<file path="config.mk">
export PLATFORM = sky130hd
export DESIGN_NAME = css_ctrl
export DESIGN_NICKNAME = d
export VERILOG_FILES = /design/src/sv/css_pkg.sv /design/src/sv/css_ctrl.sv
export SDC_FILE = /design/constraint.sdc
export NUM_CORES = 1
export LEC_CHECK = 0
export BUFFER_PORTS_ARGS = -buffer_cell sky130_fd_sc_hd__buf_2
export CORE_UTILIZATION = 45
export CTS_BUF_LIST = sky130_fd_sc_hd__clkbuf_8
export DETAILED_ROUTE_END_ITERATION = 7
export PLACE_DENSITY = 0.79
export SKIP_CTS_REPAIR_TIMING = 1
export SYNTH_ARGS = -nofsm -noshare
export SYNTH_HDL_FRONTEND = slang
export SYNTH_SLANG_ARGS = --single-unit
</file>
<file path="constraint.sdc">
create_clock -name clk_i -period 1.5 [get_ports clk_i]
set_input_delay 0.075 -clock clk_i [delete_from_list [all_inputs] [get_ports clk_i]]
set_output_delay 0.075 -clock clk_i [all_outputs]
set_load 0.05 [all_outputs]
</file>
<file path="src/sv/css_pkg.sv">
// ----------------------------------------------------------------------------
// css_pkg
// Types, codes and helpers shared by the segment store modules.
// ----------------------------------------------------------------------------
package css_pkg;

  localparam int unsigned StoreBytesDef = 1024;
  localparam int unsigned MaxSlotsDef   = 16;
  localparam int unsigned NameCharsDef  = 8;
  localparam logic [10:0] CapResetVal   = 11'd1024;

  localparam logic [2:0] FuncOpen   = 3'd0;
  localparam logic [2:0] FuncWrite  = 3'd1;
  localparam logic [2:0] FuncRemove = 3'd2;
  localparam logic [2:0] FuncSearch = 3'd3;
  localparam logic [2:0] FuncRead   = 3'd4;

  localparam logic [2:0] StOk       = 3'd0;
  localparam logic [2:0] StNoSpace  = 3'd1;
  localparam logic [2:0] StFull     = 3'd2;
  localparam logic [2:0] StBadIndex = 3'd3;
  localparam logic [2:0] StNotFound = 3'd4;
  localparam logic [2:0] StNoOpen   = 3'd5;

  typedef struct packed {
    logic [2:0]  func;
    logic [10:0] entry_size;
    logic [63:0] name_key;
    logic [7:0]  data_byte;
    logic [3:0]  entry_index;
    logic [9:0]  byte_address;
  } css_in_t;

  typedef struct packed {
    logic [2:0]  status;
    logic [3:0]  found_index;
    logic [7:0]  read_data;
    logic [10:0] used_bytes;
    logic [4:0]  count_now;
  } css_out_t;

  // commands from controller to datapath
  typedef struct packed {
    logic load;      // capture the input item
    logic do_open;
    logic do_write;
    logic rm_start;  // latch slot being removed
    logic sh_slot;   // move one descriptor down
    logic mv_rd;     // issue byte read for slide
    logic mv_wr;     // write slid byte
    logic clr_wr;    // zero one tail byte
    logic rm_end;
    logic srch_step;
    logic rd_issue;
    logic rd_take;   // store read data is valid
    logic done;      // form result
  } css_cmd_t;

  typedef struct packed {
    logic [2:0] func;
    logic       open_ok_space;
    logic       open_ok_slot;
    logic       pend_nz;
    logic       idx_ok;
    logic       sh_more;   // more descriptors to move
    logic       mv_more;   // more bytes to slide
    logic       clr_more;  // more tail bytes to zero
    logic       srch_hit;
    logic       srch_more;
    logic       rd_ok;     // read address inside the store
    logic       init_done;
  } css_sts_t;

  function automatic logic [63:0] name_norm(input logic [63:0] key, input int unsigned nc);
    logic [63:0] o;
    logic stop;
    o = '0;
    stop = 1'b0;
    for (int c = 0; c < 8; c++) begin
      if (c < nc && !stop) begin
        if (key[8*c +: 8] == 8'd0) stop = 1'b1;
        else o[8*c +: 8] = key[8*c +: 8];
      end
    end
    return o;
  endfunction

endpackage

</file>
<file path="src/sv/css_ctrl.sv">
// ----------------------------------------------------------------------------
// css_ctrl
// Sequencer for open, write, remove, search and read items.
// ----------------------------------------------------------------------------
module css_ctrl (
  input  logic              clk_i,
  input  logic              rst_ni,
  input  logic              in_valid_i,
  output logic              in_stall_o,
  output logic              out_valid_o,
  input  logic              out_stall_i,
  input  css_pkg::css_sts_t sts_i,
  output css_pkg::css_cmd_t cmd_o,
  output logic [2:0]        status_o
);
  import css_pkg::*;

  typedef enum logic [3:0] {
    S_INIT, S_IDLE, S_DEC, S_SHIFT, S_MVRD, S_MVWR, S_CLR, S_SRCH, S_RD, S_DONE
  } state_e;

  state_e   st_q;
  logic [2:0] stat_q;
  logic     ov_q;

  assign in_stall_o  = (st_q != S_IDLE) || ov_q;
  assign out_valid_o = ov_q;
  assign status_o    = stat_q;

  always_comb begin
    cmd_o = '0;
    case (st_q)
      S_IDLE:  cmd_o.load = in_valid_i && !ov_q;
      S_DEC: begin
        case (sts_i.func)
          FuncOpen:   cmd_o.do_open  = sts_i.open_ok_space && sts_i.open_ok_slot;
          FuncWrite:  cmd_o.do_write = sts_i.pend_nz;
          FuncRemove: cmd_o.rm_start = sts_i.idx_ok;
          FuncRead:   cmd_o.rd_issue = 1'b1;
          default: ;
        endcase
      end
      S_SHIFT: cmd_o.sh_slot = sts_i.sh_more;
      S_MVRD:  cmd_o.mv_rd   = sts_i.mv_more;
      S_MVWR:  cmd_o.mv_wr   = 1'b1;
      S_CLR: begin
        cmd_o.clr_wr = sts_i.clr_more;
        cmd_o.rm_end = !sts_i.clr_more;
      end
      S_SRCH:  cmd_o.srch_step = 1'b1;
      S_RD:    cmd_o.rd_take = 1'b1;
      S_DONE:  cmd_o.done = 1'b1;
      default: ;
    endcase
  end

  always_ff @(posedge clk_i or negedge rst_ni) begin
    if (!rst_ni) begin
      st_q <= S_INIT; stat_q <= StOk; ov_q <= 1'b0;
    end else begin
      if (ov_q && !out_stall_i) ov_q <= 1'b0;
      case (st_q)
        S_INIT: if (sts_i.init_done) st_q <= S_IDLE;
        S_IDLE: if (in_valid_i && !ov_q) st_q <= S_DEC;
        S_DEC: begin
          case (sts_i.func)
            FuncOpen: begin
              st_q <= S_DONE;
              if (!sts_i.open_ok_space) stat_q <= StNoSpace;
              else if (!sts_i.open_ok_slot) stat_q <= StFull;
              else stat_q <= StOk;
            end
            FuncWrite: begin
              st_q   <= S_DONE;
              stat_q <= sts_i.pend_nz ? StOk : StNoOpen;
            end
            FuncRemove: begin
              st_q   <= sts_i.idx_ok ? S_SHIFT : S_DONE;
              stat_q <= sts_i.idx_ok ? StOk : StBadIndex;
            end
            FuncSearch: begin
              st_q <= S_SRCH; stat_q <= StOk;
            end
            FuncRead: begin
              st_q   <= S_RD;
              stat_q <= sts_i.rd_ok ? StOk : StBadIndex;
            end
            default: begin
              st_q <= S_DONE; stat_q <= StOk;
            end
          endcase
        end
        S_SHIFT: if (!sts_i.sh_more) st_q <= S_MVRD;
        S_MVRD:  st_q <= sts_i.mv_more ? S_MVWR : S_CLR;
        S_MVWR:  st_q <= S_MVRD;
        S_CLR:   if (!sts_i.clr_more) st_q <= S_DONE;
        S_SRCH: begin
          if (sts_i.srch_hit) st_q <= S_DONE;
          else if (!sts_i.srch_more) begin
            stat_q <= StNotFound; st_q <= S_DONE;
          end
        end
        S_RD:  st_q <= S_DONE;
        S_DONE: begin
          ov_q <= 1'b1; st_q <= S_IDLE;
        end
        default: st_q <= S_IDLE;
      endcase
    end
  end
endmodule

</file>
==> impl_metrics.toml <==
[min_path]
hold_depth = 2
hold_start = "out_stall_i"
holdCritPathClass = "in2reg"
holdPathEnd = "out_valid_o$_DFFE_PN0P_"

[floorplan]
fp.dieW_um = 42.37
start_util_pct = 48.67
rows = 14
dieHeight_um = 42.37
die-area_sq_um = 1795
core-area_sq_um = 1506
io_pins = 36

[route]
vias = 945
route.detailed.drc = 0
firstDrtPassIters = 4
drt-wirelength-per-cell_um = 17.12
totalWireLength_mm = 2.670
drt_iter0_drc = 39
final_antenna_net_count = 0
vias_per_cell = 6.058

[clock_tree]
clockBufferDepth = 2
cts_root_buffer = "clkbuf_8"
cts_tree = "built"
h-tree-depth = 1
path_clk_slew_ps = 40
cts_inserted_buffers = 3
cts_sinks = 8
worstSkewPairLatency_ps = 230

[synthesis]
yosysTopAreaCellShare_pct = 27.30
synth_area_sq_um = 733.2
syn-instance-count = 90
yosys.area.top_type = "dfrtp_1"
syn-num-nets = 108
synthFlopType = "dfrtp_1"
synth.distinct_cells = 36
ys_ff_latch = 8
synth.avg_cell_area_sq_um = 8.147
yosysWarnings = 0
synth_common_cells = "nor2_1, dfrtp_1, nand2_1"
yosysMostFrequentCell = "nor2_1"
synth-async-reset-ratio_pct = 100.0
synth.area.top_cells = "dfrtp_1, a22o_1, nor2_1"
seq_area_frac_synth_pct = 27.30
synth_edf_count = 0

[place]
placed_area_sq_um = 1061
dp_hpwl_mm = 1.674
portBuffers = 35
gp_congestion = 0.7776
dp_slack_ps = -114.1

[setup_path]
worstSetupStartpointType = "register"
path_class = "reg2out"
r2r_slack_ps = -150
r2r-start = "st_q[0]$_DFFE_PN0P_"
cp.required_ps = 1420
r2r_cells = 6
critPathArrivalTime_ps = 1660
cp-end-kind = "primary output"
cp_max_fo = 4
critPathLaunch = "st_q[3]$_DFFE_PN0P_"
r2r_end = "st_q[1]$_DFFE_PN0P_"

[pwr]
p_int_mw = 1.347
pwr-share-clk_pct = 10.2
p_sw_mw = 1.252
p_per_area_nw_per_um2 = 1932
netSwitchingFraction_pct = 48.19
leakagePower_nw = 0.6302
seq_power_share_pct = 14.3
vdd_ir_drop_max_mv = 1.476
power_frac_comb_pct = 75.5
power_mw = 2.599

[global_routing]
grt_remaining_overflow = 0
grt_pass1_wl_mm = 3.532
grt_pass1_vias = 779
grt_max_degree = 17
grt_usage_pct = 25.61
antenna_found_initial = 0

[final_layout]
drive_gt1_share_pct = 60.00
post-route-util_pct = 89.29
diodes = 0
fin_area_sq_um = 1345
areaGrowthSynthToFinish_pct = 83.45
nets = 159

[sta]
finalHoldViolations = 0
drv_slew = 0
worstMarginPinSlew_ps = 340.8
hold-worst-slack_ps = 68.94
min_period_over_period_pct = 115.7
max_freq_ghz = 0.5764
finalCriticalPeriod_ps = 1735
skew_ps = 0.5398
finalSetupViolations = 12
maxSlewHeadroom_pct = 77.04
fin_ws_ps = -234.9
rsz0062_at_grt = "yes"

[status]
status = "finished with violations"
failed_checks = "negative setup slack"

[job]
drv_cap = 0
-- cell families (layout without fill, tap and decap cells) --
family,count (synthesis),count (layout),share of synthesized area (%)
buf+inv,11,61,6.997
mux,3,3,4.266
fa+ha+maj,1,1,1.365
simple gates,45,45,37.88
flops,8,8,27.30
compound gates,22,22,22.18
-- power by group through the flow --
stage                     registers, mW  logic (mW)  clock network, mW
final                             0.371        1.96              0.265
after global routing              0.376        2.07              0.285
after CTS                         0.361        1.51              0.268
after detailed placement          0.363        1.51                  0
after global placement            0.358        1.48                  0
after floorplan                   0.539       0.920                  0
-- area by class of cell --
type | instances | area (sq um)
Multi-Input combinational cell | 71 | 621.8
Tap cell | 16 | 20.02
Inverter | 3 | 11.26
Clock buffer | 3 | 41.29
Clock inverter | 1 | 3.754
Fill cell | 74 | 161.4
Timing Repair Buffer | 54 | 445.4
Sequential cell | 8 | 201.4
-- worst max-delay path: stages, from the launching register on --
cell and delay (ps):
dfrtp_1 380, or4b_4 560, buf_6 150, nor4_4 150
buf_6 190
-- registers in the layout, summed over array words and instances (netlist names) --
signal / cells
status_o: 3
out_valid_o: 1
st_q: 4
-- layout by cell type (no fill, tap or decap), types with 2 or more instances in the layout --
cell and count:
a31oi_1 3, a21oi_2 2, or3b_2 2, nor2_2 2
buf_6 14, nor2b_4 2, nand2_1 5, a31o_2 2
o21ai_0 2, nor2_1 5, buf_2 21, buf_8 5
nor4_4 3, a22o_1 4, a21o_1 2, mux2i_1 2
nor2_4 2, and3_4 2, clkbuf_8 3, nor2b_1 3
inv_1 4, nand2b_1 4, buf_4 12, dfrtp_1 7
-- per-layer routing --
layer / global-route usage (%) / routed length, um
met4: 5.625 / 14
met5: 0 / 0
met3: 3.017 / 131
met2: 48.31 / 1507
met1: 30.60 / 1016
-- through the flow --
step | setup TNS [ps] | instances
final | -1720 | 156
after global routing | -2314 | 156
after CTS | -2553 | 149
after detailed placement | -438.6 | 145
after global placement | -285.6 | 145
after floorplan | -970.3 | 90
-- worst max-delay path by stage --
| stage | to | depth (start not counted) |
|---|---|---|
| detailed placement | cmd_o[10] | 4 |
| CTS | cmd_o[10] | 4 |
| floorplan | st_q[3]$_DFFE_PN0P_ | 4 |
| global placement | cmd_o[11] | 4 |
| global route | cmd_o[10] | 4 |
| finish | cmd_o[10] | 4 |
Power figures use the tool's default switching activity.
